==> config.mk <==
export PLATFORM = sky130hd
export DESIGN_NAME = sorted_key_table_core
export DESIGN_NICKNAME = d
export VERILOG_FILES = /design/src/design/skt_pkg.sv /design/src/design/skt_ram.sv /design/src/design/sorted_key_table_core.sv
export SDC_FILE = /design/constraint.sdc
export NUM_CORES = 1
export LEC_CHECK = 0
export ABC_AREA = 1
export BUFFER_PORTS_ARGS = -buffer_cell sky130_fd_sc_hd__buf_4
export CORE_ASPECT_RATIO = 0.5
export CORE_MARGIN = 1.5
export CORE_UTILIZATION = 55
export CTS_BUF_LIST = sky130_fd_sc_hd__clkbuf_2
export CTS_CLUSTER_SIZE = 40
export DETAILED_ROUTE_END_ITERATION = 12
export PLACE_DENSITY_LB_ADDON = 0.08
export SETUP_SLACK_MARGIN = 0.02
export SYNTH_ARGS = -nofsm -noshare
export SYNTH_HDL_FRONTEND = slang
export SYNTH_SLANG_ARGS = --single-unit
==> constraint.sdc <==
create_clock -name clk -period 4.1 [get_ports clk]
set_clock_uncertainty 0.15 [all_clocks]
set_input_delay 0.205 -clock clk [delete_from_list [all_inputs] [get_ports clk]]
set_output_delay 0.205 -clock clk [all_outputs]
set_load 0.1 [all_outputs]
==> src/design/skt_pkg.sv <==
// ----------------------------------------------------------------------------
// skt_pkg: shared types and constants of the sorted key table
// Field widths, operation codes and the stored entry format.
// ----------------------------------------------------------------------------
`timescale 1ns / 1ps

package skt_pkg;

	localparam int KEY_W   = 16;
	localparam int PAY_W   = 32;
	localparam int COUNT_W = 5;

	localparam logic OP_INSERT = 1'b0;
	localparam logic OP_FIND   = 1'b1;

	typedef logic [KEY_W-1:0] key_t;
	typedef logic [PAY_W-1:0] payload_t;

	typedef struct packed {
		key_t     key;
		payload_t payload;
	} entry_t;

	localparam int ENTRY_W = $bits(entry_t);

endpackage

==> src/design/skt_ram.sv <==
// ----------------------------------------------------------------------------
// skt_ram: generic single-port-write, single-port-read RAM
// One write and one registered read per cycle.
// ----------------------------------------------------------------------------
`timescale 1ns / 1ps

module skt_ram #(
	parameter int WIDTH = 48,
	parameter int DEPTH = 16
) (
	input  logic                     clk,
	input  logic                     we,
	input  logic [$clog2(DEPTH)-1:0] waddr,
	input  logic [WIDTH-1:0]         wdata,
	input  logic [$clog2(DEPTH)-1:0] raddr,
	output logic [WIDTH-1:0]         rdata
);

	logic [WIDTH-1:0] mem [DEPTH];

	always_ff @(posedge clk) begin
		if (we) begin
			mem[waddr] <= wdata;
		end
		rdata <= mem[raddr];
	end

endmodule

==> src/design/sorted_key_table_core.sv <==
// ----------------------------------------------------------------------------
// sorted_key_table_core: table of key and payload entries in ascending key order
// Find: busy while it visits every stored entry, not busy when empty; done follows the last busy cycle.
// Insert: not busy when full or empty, else busy while each larger entry shifts up, then the new entry is written.
// Both go through the single read port of the entry RAM, visited one entry a cycle.
// Results are strobed on done for one cycle and cannot be stalled; a new start may be taken then.
// Reset empties the table; entry contents are not cleared.
// ----------------------------------------------------------------------------
`timescale 1ns / 1ps

module sorted_key_table_core
	import skt_pkg::*;
#(
	parameter int TABLE_DEPTH = 16
) (
	input  logic               clk,
	input  logic               arst_n,
	input  logic               start,
	output logic               busy,
	input  logic               operation,
	input  logic [KEY_W-1:0]   item_key,
	input  logic [PAY_W-1:0]   item_payload,
	output logic               done,
	output logic               success,
	output logic [PAY_W-1:0]   found_payload,
	output logic [COUNT_W-1:0] entry_count
);

	localparam int AW = $clog2(TABLE_DEPTH);
	localparam int CW = $clog2(TABLE_DEPTH + 1);

	localparam logic [1:0] ST_IDLE  = 2'd0;
	localparam logic [1:0] ST_INS   = 2'd1;
	localparam logic [1:0] ST_PLACE = 2'd2;
	localparam logic [1:0] ST_FIND  = 2'd3;

	logic [1:0]   state_q, state_d;
	logic [CW-1:0] fill_q, fill_d;
	logic [CW-1:0] ptr_q, ptr_d;
	key_t         key_q;
	payload_t     payload_q;
	logic         hit_q, hit_d;
	payload_t     found_q, found_d;

	logic         done_q, done_d;
	logic         success_q, success_d;
	payload_t     out_payload_q, out_payload_d;

	logic          ram_we;
	logic [AW-1:0] ram_waddr;
	entry_t        ram_wdata;
	logic [CW-1:0] rd_ptr;
	logic [AW-1:0] ram_raddr;
	logic [ENTRY_W-1:0] ram_rdata;
	entry_t        rd_entry;

	logic accept;
	logic key_gt;
	logic key_eq;
	logic table_full;
	logic last_find;
	entry_t new_entry;

	assign accept     = start && !busy;
	assign busy       = (state_q != ST_IDLE);
	assign rd_entry   = entry_t'(ram_rdata);
	assign key_gt     = (rd_entry.key > key_q);
	assign key_eq     = (rd_entry.key == key_q);
	assign table_full = (fill_q == CW'(TABLE_DEPTH));
	assign last_find  = (ptr_q == (fill_q - CW'(1)));
	assign new_entry  = '{key: key_q, payload: payload_q};

	always_comb begin
		state_d       = state_q;
		fill_d        = fill_q;
		ptr_d         = ptr_q;
		hit_d         = hit_q;
		found_d       = found_q;
		done_d        = 1'b0;
		success_d     = success_q;
		out_payload_d = out_payload_q;
		ram_we        = 1'b0;
		ram_waddr     = ptr_q[AW-1:0];
		ram_wdata     = new_entry;
		rd_ptr        = ptr_q;

		case (state_q)
			ST_IDLE: begin
				rd_ptr = fill_q - CW'(1);
				if (accept) begin
					hit_d   = 1'b0;
					found_d = '0;
					if (operation == OP_INSERT) begin
						if (table_full) begin
							done_d        = 1'b1;
							success_d     = 1'b0;
							out_payload_d = '0;
						end else if (fill_q == '0) begin
							ram_we        = 1'b1;
							ram_waddr     = '0;
							ram_wdata     = '{key: item_key, payload: item_payload};
							fill_d        = fill_q + CW'(1);
							done_d        = 1'b1;
							success_d     = 1'b1;
							out_payload_d = '0;
						end else begin
							ptr_d   = fill_q;
							state_d = ST_INS;
						end
					end else begin
						if (fill_q == '0) begin
							done_d        = 1'b1;
							success_d     = 1'b0;
							out_payload_d = '0;
						end else begin
							rd_ptr  = '0;
							ptr_d   = '0;
							state_d = ST_FIND;
						end
					end
				end
			end
			ST_INS: begin
				rd_ptr = ptr_q - CW'(2);
				if (key_gt) begin
					ram_we    = 1'b1;
					ram_wdata = rd_entry;
					ptr_d     = ptr_q - CW'(1);
					if (ptr_q == CW'(1)) begin
						state_d = ST_PLACE;
					end
				end else begin
					ram_we        = 1'b1;
					fill_d        = fill_q + CW'(1);
					done_d        = 1'b1;
					success_d     = 1'b1;
					out_payload_d = '0;
					state_d       = ST_IDLE;
				end
			end
			ST_PLACE: begin
				ram_we        = 1'b1;
				fill_d        = fill_q + CW'(1);
				done_d        = 1'b1;
				success_d     = 1'b1;
				out_payload_d = '0;
				state_d       = ST_IDLE;
			end
			ST_FIND: begin
				rd_ptr  = ptr_q + CW'(1);
				hit_d   = hit_q | key_eq;
				found_d = key_eq ? rd_entry.payload : found_q;
				if (last_find) begin
					done_d        = 1'b1;
					success_d     = hit_d;
					out_payload_d = found_d;
					state_d       = ST_IDLE;
				end else begin
					ptr_d = ptr_q + CW'(1);
				end
			end
			default: begin
				state_d = ST_IDLE;
			end
		endcase
	end

	assign ram_raddr = rd_ptr[AW-1:0];

	skt_ram #(
		.WIDTH(ENTRY_W),
		.DEPTH(TABLE_DEPTH)
	) u_entry_ram (
		.clk  (clk),
		.we   (ram_we),
		.waddr(ram_waddr),
		.wdata(ram_wdata),
		.raddr(ram_raddr),
		.rdata(ram_rdata)
	);

	always_ff @(posedge clk or negedge arst_n) begin
		if (!arst_n) begin
			state_q <= ST_IDLE;
			fill_q  <= '0;
			done_q  <= 1'b0;
		end else begin
			state_q <= state_d;
			fill_q  <= fill_d;
			done_q  <= done_d;
		end
	end

	always_ff @(posedge clk) begin
		ptr_q         <= ptr_d;
		hit_q         <= hit_d;
		found_q       <= found_d;
		success_q     <= success_d;
		out_payload_q <= out_payload_d;
		if (accept) begin
			key_q     <= item_key;
			payload_q <= item_payload;
		end
	end

	assign done          = done_q;
	assign success       = success_q;
	assign found_payload = out_payload_q;
	assign entry_count   = COUNT_W'(fill_q);

`ifndef SYNTHESIS
	a_fill_bounded: assert property (@(posedge clk) disable iff (!arst_n)
		fill_q <= CW'(TABLE_DEPTH))
		else $error("fill count exceeds table depth");

	a_find_no_write: assert property (@(posedge clk) disable iff (!arst_n)
		(state_q == ST_FIND) |-> !ram_we)
		else $error("RAM written during a find");

	a_ins_ptr_nonzero: assert property (@(posedge clk) disable iff (!arst_n)
		(state_q == ST_INS) |-> (ptr_q != '0))
		else $error("insert shift pointer reached zero inside shift loop");

	a_done_from_work: assert property (@(posedge clk) disable iff (!arst_n)
		done_q |-> ($past(busy) || $past(start)))
		else $error("result strobe without an operation in progress");

	a_fill_step: assert property (@(posedge clk) disable iff (!arst_n)
		(fill_q != $past(fill_q)) |-> (done_q && success_q))
		else $error("fill count changed without a successful insert");
`endif

endmodule
==> results.py, run 1 <==
metrics = {
    "detailed_routing": {
        "vias": 30253,
        "avgViaCountPerCell": 5.61,
        "dr.pass1.iters": 5,
        "wl_per_cell_um": 21.8,
        "ant_nets": 0,
        "drtIter0Drc": 3561,
        "drt_wl_total_um": 118000,
        "drt_drc_violations_left": 0,
    },
    "clock_network": {
        "cts_resized": 0,
        "clk-insertion-delay-late_ns": 1.40,
        "h-tree-depth": 4,
        "path_clk_slew_ns": 0.11,
        "clock_path_buffers": 3,
        "clockRootBuffer": "clkbuf_2",
        "cts_sinks": 943,
        "numCtsBuffers": 204,
        "cts_tree": "done",
    },
    "logic_synthesis": {
        "ys.flop_type": "edfxtp_1",
        "synth-edff-count": 887,
        "muxShareOfSynthArea_pct": 0,
        "synthXorXnorAreaFrac_pct": 0.190,
        "synth_top_family_by_area": "simple AND/OR/NAND/NOR gates",
        "synth.distinct_cells": 32,
        "mappedNetlistNets": 4009,
        "ys_seq_elements": 943,
        "async_reset_ff_share_pct": 0.848,
        "synth_compound_area_share_pct": 2.35,
        "synth_fa_ha_area_share_pct": 0.876,
        "synthSimpleGateAreaFrac_pct": 22.0,
        "synth_warnings": 0,
        "yosysSeqAreaShare_pct": 67.1,
        "netlist_area_um2": 41400,
        "syn_inst": 3928,
        "avgSynthCellArea_um2": 10.5,
    },
    "floorplanning": {
        "core_region_area_um2": 73800,
        "die_y_um": 197,
        "rows": 70,
        "dieWidth_um": 391,
        "dieArea_um2": 77100,
        "io_pins": 92,
        "initial_core_util_pct": 56.1,
    },
    "hold_path": {
        "hp-class": "primary input to asynchronous set/reset pin",
    },
    "grt": {
        "grt_antenna_before_repair": 2,
        "grt_pass1_wl_um": 176000,
        "grt_max_degree": 180,
        "overflow": 0,
        "grt_use_total_pct": 30.8,
        "grt_pass1_vias": 28933,
    },
    "place": {
        "hpwl_um": 57700,
        "placed_cells": 4852,
        "place_ws_ns": 0.531,
        "port_buffers": 91,
        "place_congestion": 0.834,
    },
    "timing": {
        "finalHoldViolCount": 0,
        "period_needed_ns": 3.97,
        "maxSlewViolCount": 0,
        "layout_setup_ws_ns": 0.127,
        "min_period_over_period_pct": 96.9,
        "max_freq_ghz": 0.252,
        "finalSetupViolations": 0,
        "worstMarginPinSlew_ns": 1.08,
        "slew-limit-headroom_pct": 27.8,
    },
    "finish": {
        "drive_above_1_share_pct": 12.4,
        "layout.nets": 4284,
        "fin_util_pct": 63.6,
        "multi_input_area_um2": 10700,
        "stdcell_count": 5391,
        "seq_area_um2": 27800,
        "layout_commonest_cell": "nand3_1",
        "areaGrowthSynthToFinish_pct": 13.4,
        "fillers": 6020,
        "layout_common_cells": "nand3_1 (929), edfxtp_1 (887), nand2_1 (830)",
    },
    "setup_path": {
        "path_max_fanout": 72,
        "crit_required_ns": 3.74,
        "cp-startpoint": "state_q[0]",
        "start_kind": "register",
        "crit_path_end_kind": "output pin",
        "cp_cell_sequence": "inv_1 -> ha_2 -> inv_2 -> buf_4 -> buf_4",
        "crit_arrival_ns": 3.62,
        "cp_slowest_cell": "buf_4",
        "r2r_start": "state_q[0]",
        "critPathKind": "register to output pin",
        "critPathMaxStageDelay_ns": 0.80,
        "path_common_cell": "buf_4",
    },
    "job": {
        "drv_cap": 0,
    },
    "outcome": {
        "outcome": "completed",
    },
}
## synthesized netlist by cell type (2+ instances only)
cell type    n  area (um2)
ha_1        29         363
o21ai_1      2        10.0
o21ai_0     49         245
inv_2        4        15.0
edfxtp_1   887       26600
nand3_2      2        20.0
buf_2      104         521
inv_1      544        2040
nand4_1      2        12.5
a22o_1      32         280
nand3_1    929        4650
nand3b_1   112         841
nor3_1       6        30.0
xor2_1       7        61.3
o211ai_1    16         120
a21oi_1     49         245
buf_1       35         131
xnor2_1      2        17.5
dfrtp_1      8         200
nand2_2      2        12.5
dfxtp_1     48         961
o221ai_1     4        35.0
nand2_1    831        3120
clkbuf_1   104         390
nor2_1     113         424
## routing by layer
layer  part of all wire (%)  global-route usage, %
met5                      0                      0
met2                     45                   46.8
met3                     11                   8.31
met1                     42                   43.5
met4                    2.2                   9.74
## area by class of cell
type                    count  share of cell area [%]
clock buffers             333                    3.55
well taps                1008                    2.68
diodes                      8                  0.0426
clock inverters            45                   0.503
multi-input cells        2192                    22.9
inverters                 549                    4.39
repair buffers            313                    6.80
flip-flops and latches    943                    59.2
## through the flow
| stage | area, um2 | hold slack [ns] | setup TNS, ns |
|---|---|---|---|
| 6_report | 47000 | 0.165 | 0 |
| 5_1_grt | 47000 | 0.0809 | -0.0370 |
| 4_1_cts | 47000 | 0.0403 | 0 |
| 3_5_place_dp | 43500 | -0.122 | 0 |
| 3_3_place_gp | 43500 | -0.122 | 0 |
| 2_1_floorplan | 41500 | -0.241 | -325.22 |
## kinds of logic after synthesis
| kind of cell | after synthesis |
|---|---|
| AO/OA/AOI/OAI | 156 |
| XOR/XNOR | 9 |
| adder cells (fa/ha/maj) | 29 |
| buffers and inverters | 793 |
| flip-flops | 943 |
| AND/OR/NAND/NOR | 1998 |
## sequential cells by signal, indices dropped and copies added (netlist names)
| register | count |
|---|---|
| u_entry_ram.rdata | 48 |
| found_q | 32 |
| found_payload | 32 |
| ptr_q | 5 |
| payload_q | 32 |
| hit_q | 1 |
| entry_count | 5 |
| success | 1 |
| key_q | 16 |
| state_q | 2 |
| u_entry_ram.mem | 768 |
| done | 1 |
## what timing repair did
| item | in CTS | in global routing |
|---|---|---|
| hold endpoints to repair | 1732 | 0 |
| hold buffers | 153 | 0 |
| setup buffers | 0 | 0 |
## worst max-delay path: cells and delay by family, from the launching register on
kind       cells  cell delay, ns
buf+inv        4            1.45
fa+ha+maj      1            0.32
flops          1            0.42
## path summary, 6_finish.rpt
kind / slack, ns / cells past startpoint / to
setup / recovery: 0.13 / 5 / busy
hold / removal: 0.17 / 4 / entry_count[1]
setup reg to reg: 0.33 / 14 / state_q[1]
hold reg to reg: 0.45 / 1 / found_payload[28]
max in group asynchronous: 3.36 / 4 / entry_count[0]
min in group clk: 0.33 / 5 / done
Power of run 1 is left out: the tool's default activity adds up to more than one toggle a clock period on the data nets, which glitch-free logic cannot reach.
==> run 2, diff against run 1 <==
--- a/config.mk
+++ b/config.mk
@@ -7,10 +7,12 @@
 export LEC_CHECK = 0
 export ABC_AREA = 1
 export BUFFER_PORTS_ARGS = -buffer_cell sky130_fd_sc_hd__buf_4
+export CELL_PAD_IN_SITES_DETAIL_PLACEMENT = 0
+export CELL_PAD_IN_SITES_GLOBAL_PLACEMENT = 2
 export CORE_ASPECT_RATIO = 0.5
 export CORE_MARGIN = 1.5
-export CORE_UTILIZATION = 55
-export CTS_BUF_LIST = sky130_fd_sc_hd__clkbuf_2
+export CORE_UTILIZATION = 39
+export CTS_BUF_LIST = sky130_fd_sc_hd__clkbuf_8
 export CTS_CLUSTER_SIZE = 40
 export DETAILED_ROUTE_END_ITERATION = 12
 export PLACE_DENSITY_LB_ADDON = 0.08
==> results.py, run 2 (synthesis results as in run 1) <==
metrics = {
    "setup_path": {
        "path_common_cell": "nand2_1",
        "critPathMaxStageDelay_ns": 0.56,
        "start_kind": "register",
        "crit_arrival_ns": 4.42,
        "crit_path_end_kind": "register",
        "reg2reg_depth": 14,
        "path_max_fanout": 4,
        "cp_slowest_cell": "dlygate4sd3_1",
        "r2r_start": "key_q[15]",
        "r2r-end": "state_q[1]",
        "cp_cell_sequence": "inv_1 -> ha_1 -> nand2_1 -> nor2_1 -> nand2_1 -> inv_1 -> nand2_1 -> nand2_1 -> nand3_1 -> o21ai_0 -> nand2_1 -> dlygate4sd3_1 -> nand2_1 -> dlygate4sd3_1",
        "crit_required_ns": 4.74,
        "critPathKind": "register to register",
        "path_buf_inv": 4,
        "cp-startpoint": "key_q[15]",
        "regToRegSetupSlack_ns": 0.31,
        "cpLargestDelayFamily": "simple AND/OR/NAND/NOR gates",
    },
    "finish": {
        "largest_register_ffs": 768,
        "drive_above_1_share_pct": 9.32,
        "layout_common_cells": "nand3_1 (929), edfxtp_1 (887), nand2_1 (830)",
        "areaGrowthSynthToFinish_pct": 16.0,
        "layout.nets": 4189,
        "seq_area_um2": 27800,
        "fillers": 9890,
        "multi_input_area_um2": 10700,
        "layout_commonest_cell": "nand3_1",
        "top_regs": "u_entry_ram.mem: 768 flops, u_entry_ram.rdata: 48 flops",
        "max_flop_register": "u_entry_ram.mem",
    },
    "grt": {
        "grt_util_met1_pct": 36.2,
        "grt_pass1_wl_um": 191000,
        "grt_antenna_before_repair": 3,
        "grt_use_total_pct": 24.3,
        "overflow": 0,
        "grt_pass1_vias": 27735,
        "grt-busiest-layer": "met2",
        "grt_util_met3_pct": 4.51,
        "gr-usage-met2_pct": 36.4,
        "grt_max_degree": 185,
    },
    "clock_network": {
        "clk-insertion-delay-late_ns": 0.85,
        "cts_resized": 0,
        "cts_sinks": 943,
        "cts_tree": "done",
        "numCtsBuffers": 143,
        "clockRootBuffer": "clkbuf_8",
        "h-tree-depth": 4,
        "path_clk_slew_ns": 0.07,
        "clock_path_buffers": 3,
    },
    "floorplanning": {
        "core_region_area_um2": 105000,
        "die_y_um": 233,
        "initial_core_util_pct": 39.4,
        "rows": 84,
        "dieArea_um2": 108000,
        "dieWidth_um": 464,
        "io_pins": 92,
    },
    "detailed_routing": {
        "wl_per_cell_um": 23.3,
        "avgViaCountPerCell": 5.10,
        "dr.pass1.iters": 6,
        "ant_nets": 0,
        "vias": 28827,
        "drt_wl_total_um": 131000,
        "drtIter0Drc": 2446,
        "drt_drc_violations_left": 0,
    },
    "hold_path": {
        "hp-class": "primary input to asynchronous set/reset pin",
    },
    "place": {
        "place_ws_ns": 0.446,
        "place_congestion": 0.769,
        "hpwl_um": 67100,
        "port_buffers": 91,
    },
    "timing": {
        "maxSlewViolCount": 0,
        "min_period_over_period_pct": 92.4,
        "worstMarginPinSlew_ns": 1.03,
        "finalSetupViolations": 0,
        "finalHoldViolCount": 0,
        "layout_setup_ws_ns": 0.313,
        "period_needed_ns": 3.79,
        "slew-limit-headroom_pct": 31.0,
        "rsz0062_at_grt": "no",
        "max_freq_ghz": 0.264,
        "tns_ns": 0,
    },
    "outcome": {
        "outcome": "completed",
    },
    "job": {
        "drv_cap": 0,
    },
}
-- run 2: cell count changes in the layout (fill, tap and decap cells not counted), sizes merged --
| cell | change |
|---|---|
| clkinvlp | -3 |
| buf | +17 |
| diode | -3 |
| inv | +46 |
| clkbuf | -167 |
| bufinv | -1 |
| dlygate4sd3 | -51 |
| clkinv | +11 |
-- run 2: final cells by class --
class	instances	area share, %
flip-flops and latches	943	57.8
multi-input cells	2192	22.3
repair buffers	279	6.19
clock buffers	166	4.75
inverters	549	4.30
well taps	1419	3.69
clock inverters	98	0.869
diodes	5	0.0260
-- run 2: layer usage --
metal | vias to the layer above | share of wire (%)
met1 | 14189 | 49
met4 | 0 | 1.6
met2 | 773 | 43
li1 | 13707 | -
met5 | - | 0
met3 | 158 | 6.1
-- run 2: stage by stage --
stage,utilization (%),hold WS (ns),cell area (um2),std cells
3_3_place_gp,42.1,-0.116,44300,5280
2_1_floorplan,-,-0.241,41500,3928
3_5_place_dp,42.1,-0.111,44300,5280
6_report,45.7,0.202,48100,5651
5_1_grt,45.7,0.207,48100,5651
4_1_cts,45.7,0.147,48100,5646
-- run 2: worst max path at each step --
stage                              endpoint  slack (ns)  depth (start not counted)
floorplan             u_entry_ram.mem[0][0]       -0.73                          8
global placement     u_entry_ram.mem[0][44]        0.47                         14
detailed placement  u_entry_ram.mem[15][33]        0.45                          9
CTS                              state_q[1]        0.28                         14
global route                     state_q[1]        0.06                         15
finish                           state_q[1]        0.31                         14
-- run 2: what timing repair did --
item / in CTS / in global routing
setup buffers: 0 / 0
endpoints found under the hold margin: 195 / 0
hold buffers: 102 / 0
-- run 2: tightest hold or removal path: cells and delay by family --
kind	cells	cell delay, ns
buf+inv	3	1.41
Power of run 2 is left out for the same reason.
